[src/sst_pkg.sv]
// sst_pkg: request/result payload types, controller command and status types,
// and the fixed codes (modes, status, register indexes, result and write kinds) of the switch table.
// No dependencies.
package sst_pkg;

    // Mode codes of a request
    localparam logic [2:0] MODE_FIND   = 3'd0;
    localparam logic [2:0] MODE_SCAN   = 3'd1;
    localparam logic [2:0] MODE_READ   = 3'd2;
    localparam logic [2:0] MODE_TOGGLE = 3'd3;
    localparam logic [2:0] MODE_CLEAR  = 3'd4;

    // Result status codes
    localparam logic [2:0] ST_OK        = 3'd0;
    localparam logic [2:0] ST_LEVEL     = 3'd1;
    localparam logic [2:0] ST_COORD     = 3'd2;
    localparam logic [2:0] ST_FULL      = 3'd3;
    localparam logic [2:0] ST_NOT_FOUND = 3'd4;
    localparam logic [2:0] ST_BAD_CODE  = 3'd5;

    // Configuration register indexes
    localparam logic [1:0] REG_CUR_LEVEL  = 2'd0;
    localparam logic [1:0] REG_MAP_WIDTH  = 2'd1;
    localparam logic [1:0] REG_MAP_HEIGHT = 2'd2;

    // Result kinds selected by the controller
    localparam logic [2:0] RK_ERR    = 3'd0;
    localparam logic [2:0] RK_HIT    = 3'd1;
    localparam logic [2:0] RK_INSERT = 3'd2;
    localparam logic [2:0] RK_MISS   = 3'd3;
    localparam logic [2:0] RK_ACCESS = 3'd4;

    // Table write kinds
    localparam logic [1:0] WR_NONE   = 2'd0;
    localparam logic [1:0] WR_SWEEP  = 2'd1;
    localparam logic [1:0] WR_INSERT = 2'd2;
    localparam logic [1:0] WR_TOGGLE = 2'd3;

    localparam logic [7:0] EMPTY_STATE = 8'hFF;
    localparam logic [8:0] CODE_ALL    = 9'h1FF;

    typedef struct packed {
        logic [2:0] mode;
        logic [7:0] level_sel;
        logic [7:0] x_coord;
        logic [7:0] y_coord;
        logic       on_value;
        logic [8:0] code_in;
    } req_t;

    typedef struct packed {
        logic [8:0] code_out;
        logic       found;
        logic [7:0] state_out;
        logic [2:0] status;
    } res_t;

    typedef struct packed {
        logic [7:0] x;
        logic [7:0] y;
        logic [7:0] state;
    } entry_t;

    typedef struct packed {
        logic       load;
        logic       slot_inc;
        logic       rd_code;
        logic       sweep_inc;
        logic [1:0] wr_kind;
        logic       res_load;
        logic [2:0] res_kind;
        logic [2:0] res_status;
    } cmd_t;

    typedef struct packed {
        logic [2:0] mode;
        logic       lvl_bad;
        logic       coord_bad;
        logic       code_bad;
        logic       hit;
        logic       empty;
        logic       slot_last;
        logic       sweep_last;
    } stat_t;

endpackage

[src/sst_ctrl.sv]
// sst_ctrl: sequencing state machine of the switch table.
// Drives sst_pkg::cmd_t to the datapath and reads back sst_pkg::stat_t.
// Depends on sst_pkg.
module sst_ctrl
(
    input  logic          clk,
    input  logic          rst_n,
    input  logic          start,
    output logic          busy,
    output logic          done,
    input  sst_pkg::stat_t stat,
    output sst_pkg::cmd_t  cmd
);

    localparam logic [2:0] S_INIT   = 3'd0;
    localparam logic [2:0] S_IDLE   = 3'd1;
    localparam logic [2:0] S_DECODE = 3'd2;
    localparam logic [2:0] S_WALK   = 3'd3;
    localparam logic [2:0] S_ACCESS = 3'd4;
    localparam logic [2:0] S_CLEAR  = 3'd5;
    localparam logic [2:0] S_DONE   = 3'd6;

    logic [2:0] state_reg;
    logic [2:0] state_next;

    always_ff @(posedge clk or negedge rst_n)
    begin
        if (!rst_n)
        begin
            state_reg <= S_INIT;
        end
        else
        begin
            state_reg <= state_next;
        end
    end

    assign busy = !(state_reg == S_IDLE || state_reg == S_DONE);
    assign done = (state_reg == S_DONE);

    always_comb
    begin
        state_next     = state_reg;
        cmd            = '0;
        cmd.wr_kind    = sst_pkg::WR_NONE;
        cmd.res_kind   = sst_pkg::RK_ERR;
        cmd.res_status = sst_pkg::ST_OK;

        case (state_reg)
            S_INIT:
            begin
                cmd.wr_kind   = sst_pkg::WR_SWEEP;
                cmd.sweep_inc = 1'b1;
                if (stat.sweep_last)
                begin
                    state_next = S_IDLE;
                end
            end

            S_IDLE, S_DONE:
            begin
                if (start)
                begin
                    cmd.load   = 1'b1;
                    state_next = S_DECODE;
                end
                else
                begin
                    state_next = S_IDLE;
                end
            end

            S_DECODE:
            begin
                // issue the read of slot 0, or of the coded entry
                cmd.slot_inc = 1'b1;
                cmd.rd_code  = (stat.mode == sst_pkg::MODE_READ) ||
                               (stat.mode == sst_pkg::MODE_TOGGLE);
                case (stat.mode)
                    sst_pkg::MODE_FIND:
                    begin
                        if (stat.lvl_bad)
                        begin
                            cmd.res_load   = 1'b1;
                            cmd.res_status = sst_pkg::ST_LEVEL;
                            state_next     = S_DONE;
                        end
                        else if (stat.coord_bad)
                        begin
                            cmd.res_load   = 1'b1;
                            cmd.res_status = sst_pkg::ST_COORD;
                            state_next     = S_DONE;
                        end
                        else
                        begin
                            state_next = S_WALK;
                        end
                    end
                    sst_pkg::MODE_SCAN:
                    begin
                        if (stat.lvl_bad)
                        begin
                            cmd.res_load   = 1'b1;
                            cmd.res_status = sst_pkg::ST_LEVEL;
                            state_next     = S_DONE;
                        end
                        else
                        begin
                            state_next = S_WALK;
                        end
                    end
                    sst_pkg::MODE_READ, sst_pkg::MODE_TOGGLE:
                    begin
                        if (stat.code_bad)
                        begin
                            cmd.res_load   = 1'b1;
                            cmd.res_status = sst_pkg::ST_BAD_CODE;
                            state_next     = S_DONE;
                        end
                        else
                        begin
                            state_next = S_ACCESS;
                        end
                    end
                    sst_pkg::MODE_CLEAR:
                    begin
                        state_next = S_CLEAR;
                    end
                    default:
                    begin
                        cmd.res_load = 1'b1;
                        state_next   = S_DONE;
                    end
                endcase
            end

            S_WALK:
            begin
                // evaluate the slot read last cycle, read the next one
                cmd.slot_inc = 1'b1;
                if (stat.hit)
                begin
                    cmd.res_load = 1'b1;
                    cmd.res_kind = sst_pkg::RK_HIT;
                    state_next   = S_DONE;
                end
                else if (stat.mode == sst_pkg::MODE_FIND && stat.empty)
                begin
                    cmd.wr_kind  = sst_pkg::WR_INSERT;
                    cmd.res_load = 1'b1;
                    cmd.res_kind = sst_pkg::RK_INSERT;
                    state_next   = S_DONE;
                end
                else if (stat.slot_last)
                begin
                    cmd.res_load = 1'b1;
                    if (stat.mode == sst_pkg::MODE_FIND)
                    begin
                        cmd.res_status = sst_pkg::ST_FULL;
                    end
                    else
                    begin
                        cmd.res_kind   = sst_pkg::RK_MISS;
                        cmd.res_status = sst_pkg::ST_NOT_FOUND;
                    end
                    state_next = S_DONE;
                end
            end

            S_ACCESS:
            begin
                if (stat.mode == sst_pkg::MODE_TOGGLE)
                begin
                    cmd.wr_kind = sst_pkg::WR_TOGGLE;
                end
                cmd.res_load = 1'b1;
                cmd.res_kind = sst_pkg::RK_ACCESS;
                state_next   = S_DONE;
            end

            S_CLEAR:
            begin
                cmd.wr_kind   = sst_pkg::WR_SWEEP;
                cmd.sweep_inc = 1'b1;
                if (stat.sweep_last)
                begin
                    cmd.res_load = 1'b1;
                    state_next   = S_DONE;
                end
            end

            default:
            begin
                state_next = S_IDLE;
            end
        endcase
    end

endmodule

[config.mk]
export PLATFORM = sky130hd
export DESIGN_NAME = sst_ctrl
export DESIGN_NICKNAME = d
export VERILOG_FILES = /design/src/sst_pkg.sv /design/src/sst_ctrl.sv
export SDC_FILE = /design/constraint.sdc
export NUM_CORES = 1
export LEC_CHECK = 0
export BUFFER_PORTS_ARGS = -buffer_cell sky130_fd_sc_hd__buf_2
export CAP_MARGIN = 20
export CORE_MARGIN = 8
export CORE_UTILIZATION = 38
export CTS_CLUSTER_DIAMETER = 60
export DETAILED_ROUTE_END_ITERATION = 6
export PLACE_DENSITY = 0.79
export RECOVER_POWER = 100
export SYNTH_ARGS = -nofsm -noshare
export SYNTH_HDL_FRONTEND = slang
export SYNTH_SLANG_ARGS = --single-unit
[constraint.sdc]
create_clock -name clk -period 5.1 [get_ports clk]
set_input_delay 1.02 -clock clk [delete_from_list [all_inputs] [get_ports clk]]
set_output_delay 1.02 -clock clk [all_outputs]
set_load 0.05 [all_outputs]
# == Yosys cells after proc, flatten, opt, wreduce, memory -nomap -nowiden ==
# Index checks and enable logic that the tools add are counted.
# word_totals
out_inout_bits,15
latchBits,0
reg_bits,3
inputBits,13
mem_bits_rw,0
rom_bits,0
memories,0
# classes
eq_ne,13
div_mod_pow,0
order_cmp,0
n_addsub,0
n_mul,0
mux,42
n_reduce_logical,11
n_shift,0
n_bitwise,0
# ops
op,n
$mux W3,12
$pmux W3 S6,1
$mux W2,8
$eq A3 B2 Y1 const B,4
$eq A3 B3 Y1 const B,4
$pmux W3 S2,2
$pmux W3 S4,1
$mux W1,11
$pmux W3 S3,1
$mux W4,2
$pmux W1 S4,2
$reduce_or A2 Y1,4
$mux W7,1
$eq A3 B1 Y1 const B,2
$logic_not A3 Y1,2
$pmux W2 S3,1
$ne A2 B2 Y1 const B,2
$ne A4 B4 Y1 const B,1
$reduce_and A3 Y1,1
$logic_or A1 B1 Y1,2
$logic_and A1 B1 Y1,1
$logic_not A1 Y1,1

# == Longest topological paths before layout ==
# Gate-level depths: netlist of the first run.
# depth
ltp_word,6
ltp_mapped,7
mapped_depth_nobuf,6

# == Worst setup path before layout of the first run ==
# Ideal clock, no wire load.
# synth_timing
path_type,input port to output port
startpoint,input port stat[9] (netlist name)
endpoint,output port cmd[2] (netlist name)
required_time_ps,4080
path_slack_ps,742
arrival_ps,3338
path_buffers,1
path_stages,5
cell_sequence,clkbuf_1 > nand2b_1 > nor2_1 > nand2_1 > a21boi_0
# synth_rtl
element,line,source
"start, declared",sst_ctrl.sv:11,"input sst_pkg::stat_t stat,"
"end, declared",sst_ctrl.sv:12,output sst_pkg::cmd_t cmd

==> results by stage, run 1 <==
Placed design:
- At the end of routability-driven placement, the weighted congestion stood at 0.8938.
- The post-detailed-placement half-perimeter wirelength is 1283 um.
- Before CTS, the worst setup slack after placement is 1.885 ns.
- The placed instance area is 634.4 um2.
- During placement, the flow inserted port buffers numbering 27.

Clock network:
- In this run the deepest clock path goes through 2 buffers.
- The clock drives 3 sinks.
- Once the clock tree was built, the resizer swapped 0 gates to a different size.
- After clock tree synthesis, the clock-pin slew on the worst setup and hold paths is 0.04 ns.
- TritonCTS built the clock tree.
- After clock tree synthesis, the flow added hold-fix buffers numbering 0.
- The number of post-CTS setup repair buffers is 0.
- CTS built an H-tree with a depth of 1.
- The number of CTS-inserted buffers is 3.
- The root buffer cell is sky130_fd_sc_hd__clkbuf_4.
- The clock network latency to the later pin of the worst-skew pair is 0.24 ns.

Yosys:
- The compound-gate portion of the synthesized area is 0.3252.
- The adder-cell share of the synthesized area is 0.04854.
- The share of flip-flops with an asynchronous set or reset is 1.000.
- Of the synthesized area, sequential elements account for 0.1456.
- The share of synthesized cell area in and, or, nand and nor gates is 0.3252.
- The number of warnings printed during yosys synthesis is 0.
- The share of the synthesized area in the top cell type is 0.1456.
- After synthesis, the netlist uses 34 different library cells.
- The average size of a mapped cell is 6.783 um2.
- In the post-synthesis netlist, the biggest area contributors are sky130_fd_sc_hd__dfrtp_1, sky130_fd_sc_hd__nor2_1, sky130_fd_sc_hd__inv_1, sky130_fd_sc_hd__a21oi_1, sky130_fd_sc_hd__ha_1.
- The xor and xnor fraction of the mapped netlist area is 0.01699.
- The synthesized netlist cell count is 76.
- Counting flops with a built-in enable in the synthesized netlist gives 0.
- When the netlist entered floorplanning its net count stood at 91.
- By area, the combinational part of the netlist is dominated by simple AND/OR/NAND/NOR gates.
- The largest area contributor in the synthesized netlist is sky130_fd_sc_hd__dfrtp_1.
- The share of synthesized area spent on multiplexers is 0.01942.
- The most common flop cell mapped by yosys is sky130_fd_sc_hd__dfrtp_1.
- The area of the mapped netlist is 515.5 um2.
- The flip-flop and latch count after synthesis is 3.

Outcome:
- The flow ran to the end, and the final reports show no timing, DRC or antenna violations.

Critical path:
- In this run the critical register-to-register path is launched from state_reg[1]$_DFFE_PN0P_.
- The slack of the worst reg-to-reg path is 3.43 ns.
- For the worst setup path, the data required time is 4.08 ns.
- The worst-case reg-to-reg path depth is 3.
- The critical path in this run is classified as primary input to primary output.
- The highest fanout seen on the critical path is 9.
- In this run the critical register-to-register path is captured at state_reg[0]$_DFFE_PN0P_.
- The kind of end point of the critical path is a primary output.
- The worst setup path is launched from a primary input.
- The arrival time of data at the critical path endpoint is 2.48 ns.

Power:
- The internal power component is 130.1 uW.
- Summed over all nets, the switching power comes to 233.4 uW.
- The share of power burned in the clock network is 0.118.
- For this design the ratio of total power to cell area is 568.6 nW/um2.
- The share of total power dissipated in combinational logic is 0.717.
- The relative contribution of sequential cells to total power is 0.165.
- The maximum VDD drop is 276.4 uV.
- In this run the static leakage power is 0.2652 nW.
- Power comes to 363.5 uW.
- Of the total power, the share spent switching nets is 0.6421.

Floorplanning:
- The row count is 13.
- The floorplan step defined a core boundary enclosing 1285 um2.
- The die area is 2791 um2.
- The effective utilization at floorplan is 0.4012.
- From bottom edge to top edge, the die measures 52.83 um.
- For this design the top-level I/O count stands at 28.
- The die is 52.83 um wide.

Final layout:
- The proportion of layout cells with a drive suffix above 1 is 0.1287.
- The final design area excluding fillers is 639.4 um2.
- The top cell types in the final layout, fill and taps aside, are sky130_fd_sc_hd__clkbuf_1, sky130_fd_sc_hd__buf_2, sky130_fd_sc_hd__nor2_1.
- The flip-flop count of the largest register after layout is 3.
- The library cell used most frequently in the layout, excluding fill and tap cells, is sky130_fd_sc_hd__clkbuf_1.
- The number of nets at the end of the flow is 117.
- The area growth from synthesis to layout is 24.03%.
- Counting the fill cells in the layout gives 144.
- The number of antenna diodes is 0.

Timing:
- Hold is met by 0.5734 ns.
- The highest attainable clock frequency is 0.2854 GHz.
- Setup repair after global routing left no endpoint under its margin.
- The post-layout minimum cycle time is 3.504 ns.
- The count of final hold-check violations came to 0.
- For the final routed database, the setup TNS stands at 0 ns.
- The setup-violating endpoint count in the final report is 0.
- For the pin with the worst max-slew slack, the measured transition is 0.6141 ns.
- The post-route fraction of the period consumed by the critical path is 0.6870.
- The maximum clock skew at final layout is 0.003671 ns.
- The final worst slack is 1.596 ns.
- The normalized max-slew margin is 0.5923.
- The final-report max-slew violation count is 0.

Global routing:
- After global routing the overflow that remains totals 0.
- The number of global-route vias before repair is 650.
- The largest net degree at the start of global routing is 13.
- The global-route wire length before repair is 2739 um.
- The initial antenna violation count is 0.
- Across every metal layer, demand over resource in global routing totals 0.1260.

Detailed routing:
- For this run, the detailed router's first-pass iteration total came to 5.
- In this run the remaining antenna-violating nets after routing total 0.
- Dividing the detail-routed via count by the number of cells gives 5.612.
- After detailed routing, the number of remaining DRC violations is 0.
- The DRC violation total after the first TritonRoute iteration is 21.
- After detailed routing, the average wire length per cell comes to 13.98 um.
- Wires add up to 1622 um.
- The overall via count from detail_route is 651.

Flow run:
- The tool flagged a number of max-cap violations equal to 0.

Min path:
- The min-delay analysis places its worst path in the category primary input to async pin.
## per-layer routing
metal  wire length [um]  track usage  up-vias  part of all wire
met4                 17      0.06466        0             0.010
met1                670       0.1454      291              0.41
li1                   -            -      326                 -
met3                123      0.03693        2             0.076
met5                  0            0        -                 0
met2                811       0.2031       32              0.50
## worst max-delay path, cell delays in order
cell and delay, ns:
sky130_fd_sc_hd__clkbuf_1 0.18, sky130_fd_sc_hd__nor3_1 0.35, sky130_fd_sc_hd__nand2_1 0.12, sky130_fd_sc_hd__a21o_1 0.17, sky130_fd_sc_hd__a31oi_1 0.15, sky130_fd_sc_hd__clkbuf_1 0.49
## Yosys cell counts (2+ instances only)
cell / n
sky130_fd_sc_hd__nor2_1: 9
sky130_fd_sc_hd__inv_1: 7
sky130_fd_sc_hd__nand2_1: 6
sky130_fd_sc_hd__a21oi_1: 5
sky130_fd_sc_hd__buf_2: 4
sky130_fd_sc_hd__o21ai_0: 4
sky130_fd_sc_hd__dfrtp_1: 3
sky130_fd_sc_hd__nand3_1: 3
sky130_fd_sc_hd__nor3_1: 3
sky130_fd_sc_hd__a21boi_0: 2
sky130_fd_sc_hd__a32o_1: 2
sky130_fd_sc_hd__ha_1: 2
sky130_fd_sc_hd__nand2b_1: 2
sky130_fd_sc_hd__nand3b_1: 2
sky130_fd_sc_hd__nor2b_1: 2
sky130_fd_sc_hd__o21a_1: 2
## power groups by stage
stage	registers, mW	logic (mW)	clock network [mW]
2_1_floorplan	0.0375	0.240	0
3_3_place_gp	0.0581	0.265	0
3_5_place_dp	0.0590	0.268	0
4_1_cts	0.0585	0.269	0.0442
5_1_grt	0.0632	0.279	0.0507
6_report	0.0598	0.261	0.0430
## worst max path at each step
stage,from,endpoint,slack [ns],cells after the start
after detailed placement,stat[9],cmd[6],1.88,6
after global placement,stat[9],cmd[6],1.87,6
after CTS,stat[9],cmd[6],1.88,6
final,stat[9],cmd[6],1.60,6
after floorplan,stat[9],cmd[2],0.74,5
after global routing,stat[9],cmd[6],1.51,6
## layout make-up
type                            count  area [um2]  share of cell area
Multi-Input combinational cell     60       379.1              0.5930
Timing Repair Buffer               27       113.9              0.1781
Sequential cell                     3       75.07              0.1174
Clock buffer                        4       26.28             0.04110
Inverter                            7       26.28             0.04110
Tap cell                           15       18.77             0.02935
## metrics by stage
stage,instances,utilization
final,116,0.4976
after global routing,116,0.4976
after CTS,116,0.5141
after detailed placement,112,0.4937
after global placement,112,0.4937
after floorplan,76,-
## cells by family after synthesis
logic type,count (synthesis)
AO/OA/AOI/OAI,24
XOR/XNOR,1
adder cells (fa/ha/maj),2
buffers and inverters,13
flip-flops,3
multiplexers,1
AND/OR/NAND/NOR,32
No activity file was read; power rests on OpenSTA's default activity.
==> run 2: changes to the inputs <==
Clock period 5.1 ns to 3.5 ns, I/O delays scaled along.
==> run 2 against run 1 <==
Sequential share of layout area hardly changed. Largest cell class unchanged. Critical path depth shrank 1. Core utilization is 0.097 points higher. Clock power grew 38%. Hold slack lost 0.31 ns. Highest routed layer is now met3. Flip-flop and latch count did not move. Critical endpoint unchanged. Largest power group unchanged.
==> results by stage, run 2 (synthesis gave the netlist of run 1 again) <==
Floorplanning:
- The height of the chip is 52.83 um (unchanged).
- The area of the placeable core came to 1285 um2 (unchanged).
- The die area is 2791 um2 (unchanged).
- The number of top-level pins is 28 (unchanged).
- The row count is 13 (unchanged).
- The horizontal die dimension is 52.83 um (unchanged).
- The effective utilization at floorplan was 0.4012 (unchanged).

Final layout:
- The number of nets at the end of the flow is 117 (unchanged).
- The flip-flop count of the largest register after layout was 3 (unchanged).
- The multi-input gate area in the final layout was 379.1 um2 (unchanged).
- The number of antenna diodes is 0 (unchanged).
- The area used by sequential logic in the layout is 75.07 um2 (unchanged).
- The proportion of layout cells with a drive suffix above 1 is 0.1386 (+0.009901).
- The layout filler cell count is 151 (+4.9%).
- The top cell types in the final layout, fill and taps aside, are sky130_fd_sc_hd__clkbuf_1, sky130_fd_sc_hd__buf_2, sky130_fd_sc_hd__nor2_1.
- Compared with the post-synthesis result, the final layout area differs by 24.27%.
- The most common library cell in the layout ignoring fill and taps is sky130_fd_sc_hd__clkbuf_1.
- The number of standard cells in the layout, taps in and fillers out came to 116 (unchanged).

Critical path:
- The highest fanout seen on the critical path came to 12 (+3).
- The critical path ends at cmd[6].
- The required time of the critical path is 2.80 ns (-1.28 ns).
- The launching element type of the critical path is a flip-flop.
- The arrival time of data at the critical path endpoint is 2.20 ns (-0.28 ns).
- The worst-case reg-to-reg path depth is 3 (unchanged).
- The slack of the worst reg-to-reg path is 1.88 ns (-1.55 ns).
- The kind of end point of the critical path is a primary output.
- The launching instance or port of the critical path is state_reg[1]$_DFFE_PN0P_.
- In this run the critical register-to-register path is captured at state_reg[0]$_DFFE_PN0P_.
- The origin of the critical flop-to-flop path is state_reg[1]$_DFFE_PN0P_.
- The critical setup path kind is flip-flop to primary output.

Clock network:
- The number of CTS-inserted buffers is 3 (unchanged).
- The clock network latency to the later pin of the worst-skew pair was 0.23 ns (about the same).
- The root buffer cell is sky130_fd_sc_hd__clkbuf_4.
- The number of post-CTS setup repair buffers was 0 (unchanged).
- The H-tree depth reported by CTS came to 1 (unchanged).
- The number of sinks driven by the clock tree came to 3 (unchanged).
- The clock-pin slew on the worst setup and hold paths came to 0.04 ns (about the same).
- The number of buffers on the longest clock path is 2 (unchanged).
- The number of gates resized after CTS came to 0 (unchanged).
- TritonCTS built the clock tree.
- The hold-fix buffer count after cts came to 0 (unchanged).

Detailed routing:
- The routed wire length is 1563 um (-3.6%).
- The average wire length per cell after detail routing came to 13.47 um (-3.6%).
- The via count normalized by instance count was 5.448 (-2.9%).
- The overall via count from detail_route came to 632 (-2.9%).
- The number of detailed-routing iterations run before antenna repair came to 5 (unchanged).
- The DRC violation total after the first TritonRoute iteration is 24 (+14%).
- The number of antenna-violating nets in the routed design is 0 (unchanged).
- The detailed-route DRC error count came to 0 (unchanged).

Placed design:
- The post-placement worst setup slack is 0.9321 ns (-0.9528 ns).
- The post-detailed-placement half-perimeter wirelength was 1285 um (+0.14%).
- The number of cells in the design after placement is 112 (unchanged).
- The count of input and output buffers came to 27 (unchanged).
- The final RePlAce weighted congestion is 0.8886 (-0.58%).

Power:
- The maximum VDD drop is 442.8 uV (+60%).
- The power per cell area came to 817.8 nW/um2 (+44%).
- The leakage power summed over all cells is 0.2683 nW (+1.1%).
- The overall power of the completed layout was 523.9 uW (+44%).

Timing:
- The final worst slack is 0.6015 ns (-0.9946 ns).
- The final setup TNS came to 0 ns (unchanged).
- The count of final hold-check violations is 0 (unchanged).
- The transition time at the pin with the least slew margin is 0.6053 ns (-0.008828 ns).
- The post-route worst hold slack is 0.2643 ns (-0.3091 ns).
- The post-route fraction of the period consumed by the critical path is 0.8281.
- Setup repair after global routing left no endpoint under its margin.
- The post-layout minimum cycle time is 2.898 ns.
- The final-report max-slew violation count is 0 (unchanged).
- The setup-violating endpoint count in the final report is 0 (unchanged).
- The maximum clock skew at final layout is 0.0006687 ns (-0.003002 ns).
- Derived from the worst setup path, the maximum achievable clock frequency is 0.3450 GHz.
- The normalized max-slew margin is 0.5982 (+0.005860).

Global routing:
- The number of global-route vias before repair is 567 (-13%).
- The initial antenna violation count was 0 (unchanged).
- The global-route wire length before repair is 2546 um (-7.0%).
- The final global-route overflow total is 0 (unchanged).
- The largest net degree at the start of global routing came to 13 (unchanged).
- The overall fraction of global-route tracks in use is 0.1141 (-0.01186).

Min path:
- The worst min-delay path class is primary input to async pin.

Flow run:
- The max-cap violation count came to 0 (unchanged).

Outcome:
- The run finished with clean final reports.
[run 2: cell count changes in the layout (fill, tap and decap cells not counted), sizes merged]
cell | previous run | this run
buf | 10 | 11
clkbuf | 21 | 20
[run 2: per-stage QoR]
stage,cell area [um2],util
CTS,660.6,0.5141
global placement,634.4,0.4937
global route,640.6,0.4985
finish,640.6,0.4985
detailed placement,634.4,0.4937
floorplan,515.5,-
[run 2: layout make-up]
type,count,share of cell area
Multi-Input combinational cell,60,0.5918
Inverter,7,0.04102
Clock buffer,4,0.04102
Tap cell,15,0.02930
Sequential cell,3,0.1172
Timing Repair Buffer,27,0.1797
[run 2: power breakdown]
part / total (mW) / switching (mW) / internal [mW]
combinational: 0.378 / 0.280 / 0.0982
clock: 0.0595 / 0.0168 / 0.0427
sequential: 0.0862 / 0.0370 / 0.0492
total: 0.524 / 0.334 / 0.190
[run 2: how the worst min path moves through the flow]
stage | slack (ns) | startpoint | end | depth (start not counted)
finish | 0.26 | rst_n | state_reg[1]$_DFFE_PN0P_ | 1
global placement | 0.50 | rst_n | state_reg[1]$_DFFE_PN0P_ | 1
detailed placement | 0.50 | rst_n | state_reg[1]$_DFFE_PN0P_ | 1
global route | 0.26 | rst_n | state_reg[1]$_DFFE_PN0P_ | 1
floorplan | 0.40 | rst_n | state_reg[0]$_DFFE_PN0P_ | 0
CTS | 0.25 | rst_n | state_reg[1]$_DFFE_PN0P_ | 1
[run 2: critical path, stage by stage, from the launching register on]
cell	delay, ns
sky130_fd_sc_hd__dfrtp_1	0.54
sky130_fd_sc_hd__or3b_1	0.47
sky130_fd_sc_hd__a21oi_1	0.19
sky130_fd_sc_hd__nand2_1	0.10
sky130_fd_sc_hd__a31oi_1	0.18
sky130_fd_sc_hd__clkbuf_1	0.49
[run 2: per-layer routing]
metal	vias up	share of wire	global-route usage
li1	326	-	-
met1	277	0.43	0.1502
met2	29	0.50	0.1777
met3	0	0.073	0.02841
met4	0	0	0.03017
met5	-	0	0
==> run 3: changes to the inputs <==
Settings changed: PLACE_DENSITY 0.79 to 0.82.
Clock period 3.5 ns to 2.5 ns, I/O delays scaled along.
==> run 3 against run 2 <==
Clock power up 47%. Clock-buffer cell count unchanged. Register-to-register slack worse by 1.1 ns. Worst setup slack worse by 0.49 ns. Final area up 6.4%. Critical path depth unchanged. First-iteration DRC count down 42%. Cell count up 1.7%. Flip-flop and latch count unchanged. Sequential share of layout area down 0.53 points. Hold slack worse by 0.21 ns. Total power up 48%.
==> results by stage, run 3 (synthesis gave the netlist of run 1 again) <==
Clock network:
- The number of post-CTS setup repair buffers is 0 (unchanged).
- The number of sinks driven by the clock tree is 3 (unchanged).
- The clock-pin slew on the worst setup and hold paths is 0.04 ns (about the same).
- The clock network latency to the later pin of the worst-skew pair came to 0.24 ns (about the same).
- The number of CTS-inserted buffers came to 3 (unchanged).
- The number of buffers on the longest clock path is 2 (unchanged).
- The root buffer cell is sky130_fd_sc_hd__clkbuf_4.
- TritonCTS built the clock tree.
- The hold-fix buffer count after cts is 0 (unchanged).
- The H-tree depth reported by CTS is 1 (unchanged).
- The number of gates resized after CTS was 0 (unchanged).

Detailed routing:
- The overall via count from detail_route is 646 (+2.2%).
- The number of antenna-violating nets in the routed design is 0 (unchanged).
- The average wire length per cell after detail routing is 13.53 um (+0.44%).
- The detailed-route DRC error count is 0 (unchanged).
- The number of detailed-routing iterations run before antenna repair was 4 (-1).
- The routed wire length came to 1597 um (+2.2%).
- The DRC violation total after the first TritonRoute iteration came to 14 (-42%).
- The via count normalized by instance count is 5.475 (+0.48%).

Power:
- The overall power of the completed layout is 777.9 uW (+48%).
- The leakage power summed over all cells is 0.3009 nW (+12%).
- The maximum VDD drop came to 501.0 uV (+13%).
- The power per cell area is 1141 nW/um2 (+39%).

Timing:
- The transition time at the pin with the least slew margin was 0.6006 ns (-0.004689 ns).
- Setup repair after global routing left no endpoint under its margin.
- The count of final hold-check violations came to 0 (unchanged).
- The setup-violating endpoint count in the final report is 0 (unchanged).
- The normalized max-slew margin came to 0.6013 (+0.003113).
- The maximum clock skew at final layout is 0.004497 ns (+0.003828 ns).
- The final-report max-slew violation count is 0 (unchanged).
- The post-route fraction of the period consumed by the critical path is 0.9557.
- The routed design could run at a clock period as short as 2.389 ns.
- Derived from the worst setup path, the maximum achievable clock frequency is 0.4186 GHz.
- The final worst slack is 0.1109 ns (-0.4907 ns).
- The final setup TNS is 0 ns (unchanged).
- The post-route worst hold slack is 0.05712 ns (-0.2072 ns).

Critical path:
- The critical setup path kind is flip-flop to primary output.
- The stage delay of the slowest cell on the critical path is 0.45 ns (-0.09 ns).
- The slack of the worst reg-to-reg path is 0.74 ns (-1.14 ns).
- The origin of the critical flop-to-flop path is state_reg[1]$_DFFE_PN0P_.
- On the critical path the largest part of the delay comes from simple AND/OR/NAND/NOR gates.
- The worst path buffer plus inverter count is 1 (unchanged).
- Walking the worst path, the cells encountered are or3b_4, a21oi_1, nand2_1, a31oi_2, buf_2.
- On the critical path, the stage with the largest delay is an instance of sky130_fd_sc_hd__dfrtp_1.
- The kind of end point of the critical path is a primary output.
- The highest fanout seen on the critical path came to 7 (-5).
- The arrival time of data at the critical path endpoint is 1.89 ns (-0.31 ns).
- The worst setup path is launched from a flip-flop.
- The launching instance or port of the critical path is state_reg[1]$_DFFE_PN0P_.
- The required time of the critical path came to 2.00 ns (-0.80 ns).

Placed design:
- The number of cells in the design after placement came to 114 (+1.8%).
- The post-detailed-placement half-perimeter wirelength is 1334 um (+3.8%).
- The placed instance area is 666.9 um2 (+5.1%).
- The count of input and output buffers is 27 (unchanged).
- The final RePlAce weighted congestion is 0.8680 (-2.3%).
- The post-placement worst setup slack is 0.2700 ns (-0.6621 ns).

Floorplanning:
- The number of top-level pins is 28 (unchanged).
- The effective utilization at floorplan is 0.4012 (unchanged).
- The horizontal die dimension is 52.83 um (unchanged).
- The die area came to 2791 um2 (unchanged).
- The area of the placeable core was 1285 um2 (unchanged).
- The height of the chip is 52.83 um (unchanged).
- The row count came to 13 (unchanged).

Final layout:
- The number of antenna diodes is 0 (unchanged).
- The number of nets at the end of the flow is 119 (+1.7%).
- From synthesis to final layout, the design area changed by 32.28%.
- The proportion of layout cells with a drive suffix above 1 is 0.2718 (+0.1332).
- The layout filler cell count was 151 (unchanged).
- The flip-flop count of the largest register after layout came to 3 (unchanged).
- The multi-input gate area in the final layout is 399.1 um2 (+5.3%).
- The area used by sequential logic in the layout is 76.32 um2 (+1.7%).
- The number of standard cells in the layout, taps in and fillers out came to 118 (+1.7%).
- Leaving out fill and tap cells, the most frequent cells in the layout are sky130_fd_sc_hd__buf_2, sky130_fd_sc_hd__clkbuf_1, sky130_fd_sc_hd__nor2_1.
- The most common library cell in the layout ignoring fill and taps is sky130_fd_sc_hd__buf_2.
- The final standard cell utilization of the core came to 0.5307 (+0.03213).
- The final design area excluding fillers was 681.9 um2 (+6.4%).

Min path:
- The worst min-delay path class is primary input to async pin.

Global routing:
- The global-route wire length before repair is 2573 um (+1.1%).
- The final global-route overflow total came to 0 (unchanged).
- The overall fraction of global-route tracks in use came to 0.1153 (+0.001130).
- The initial antenna violation count is 0 (unchanged).
- The largest net degree at the start of global routing is 11 (-2).
- The number of global-route vias before repair is 599 (+5.6%).

Outcome:
- The run finished with clean final reports.

Flow run:
- The max-cap violation count came to 0 (unchanged).
run 3: changes by cell type in the layout (fill, tap and decap cells not counted), sizes merged:
cell	change
buf	+2
run 3: final timing paths:
kind                                            end  cells after the start
min                        state_reg[1]$_DFFE_PN0P_                      1
max in group asynchronous  state_reg[0]$_DFFE_PN0P_                      1
min reg2reg                state_reg[2]$_DFFE_PN0P_                      1
max                                          cmd[6]                      5
max reg2reg                state_reg[2]$_DFFE_PN0P_                      7
min in group clk           state_reg[0]$_DFFE_PN0P_                      3
run 3: area by class of cell:
| cell class | instances | share of cell area |
|---|---|---|
| clock buffers | 4 | 0.03853 |
| inverters | 7 | 0.03853 |
| multi-input cells | 60 | 0.5853 |
| flip-flops and latches | 3 | 0.1119 |
| well taps | 15 | 0.02752 |
| repair buffers | 29 | 0.1982 |
run 3: per-layer routing:
layer	GRT usage	wire [um]	up-vias
met5	0	0	-
met4	0	0	0
met3	0.03977	101	0
met2	0.1914	812	16
met1	0.1470	683	300
li1	-	-	330
run 3: power breakdown:
part | internal [mW] | switching, mW
clock | 0.0599 | 0.0273
combinational | 0.160 | 0.416
sequential | 0.0709 | 0.0434
total | 0.291 | 0.487
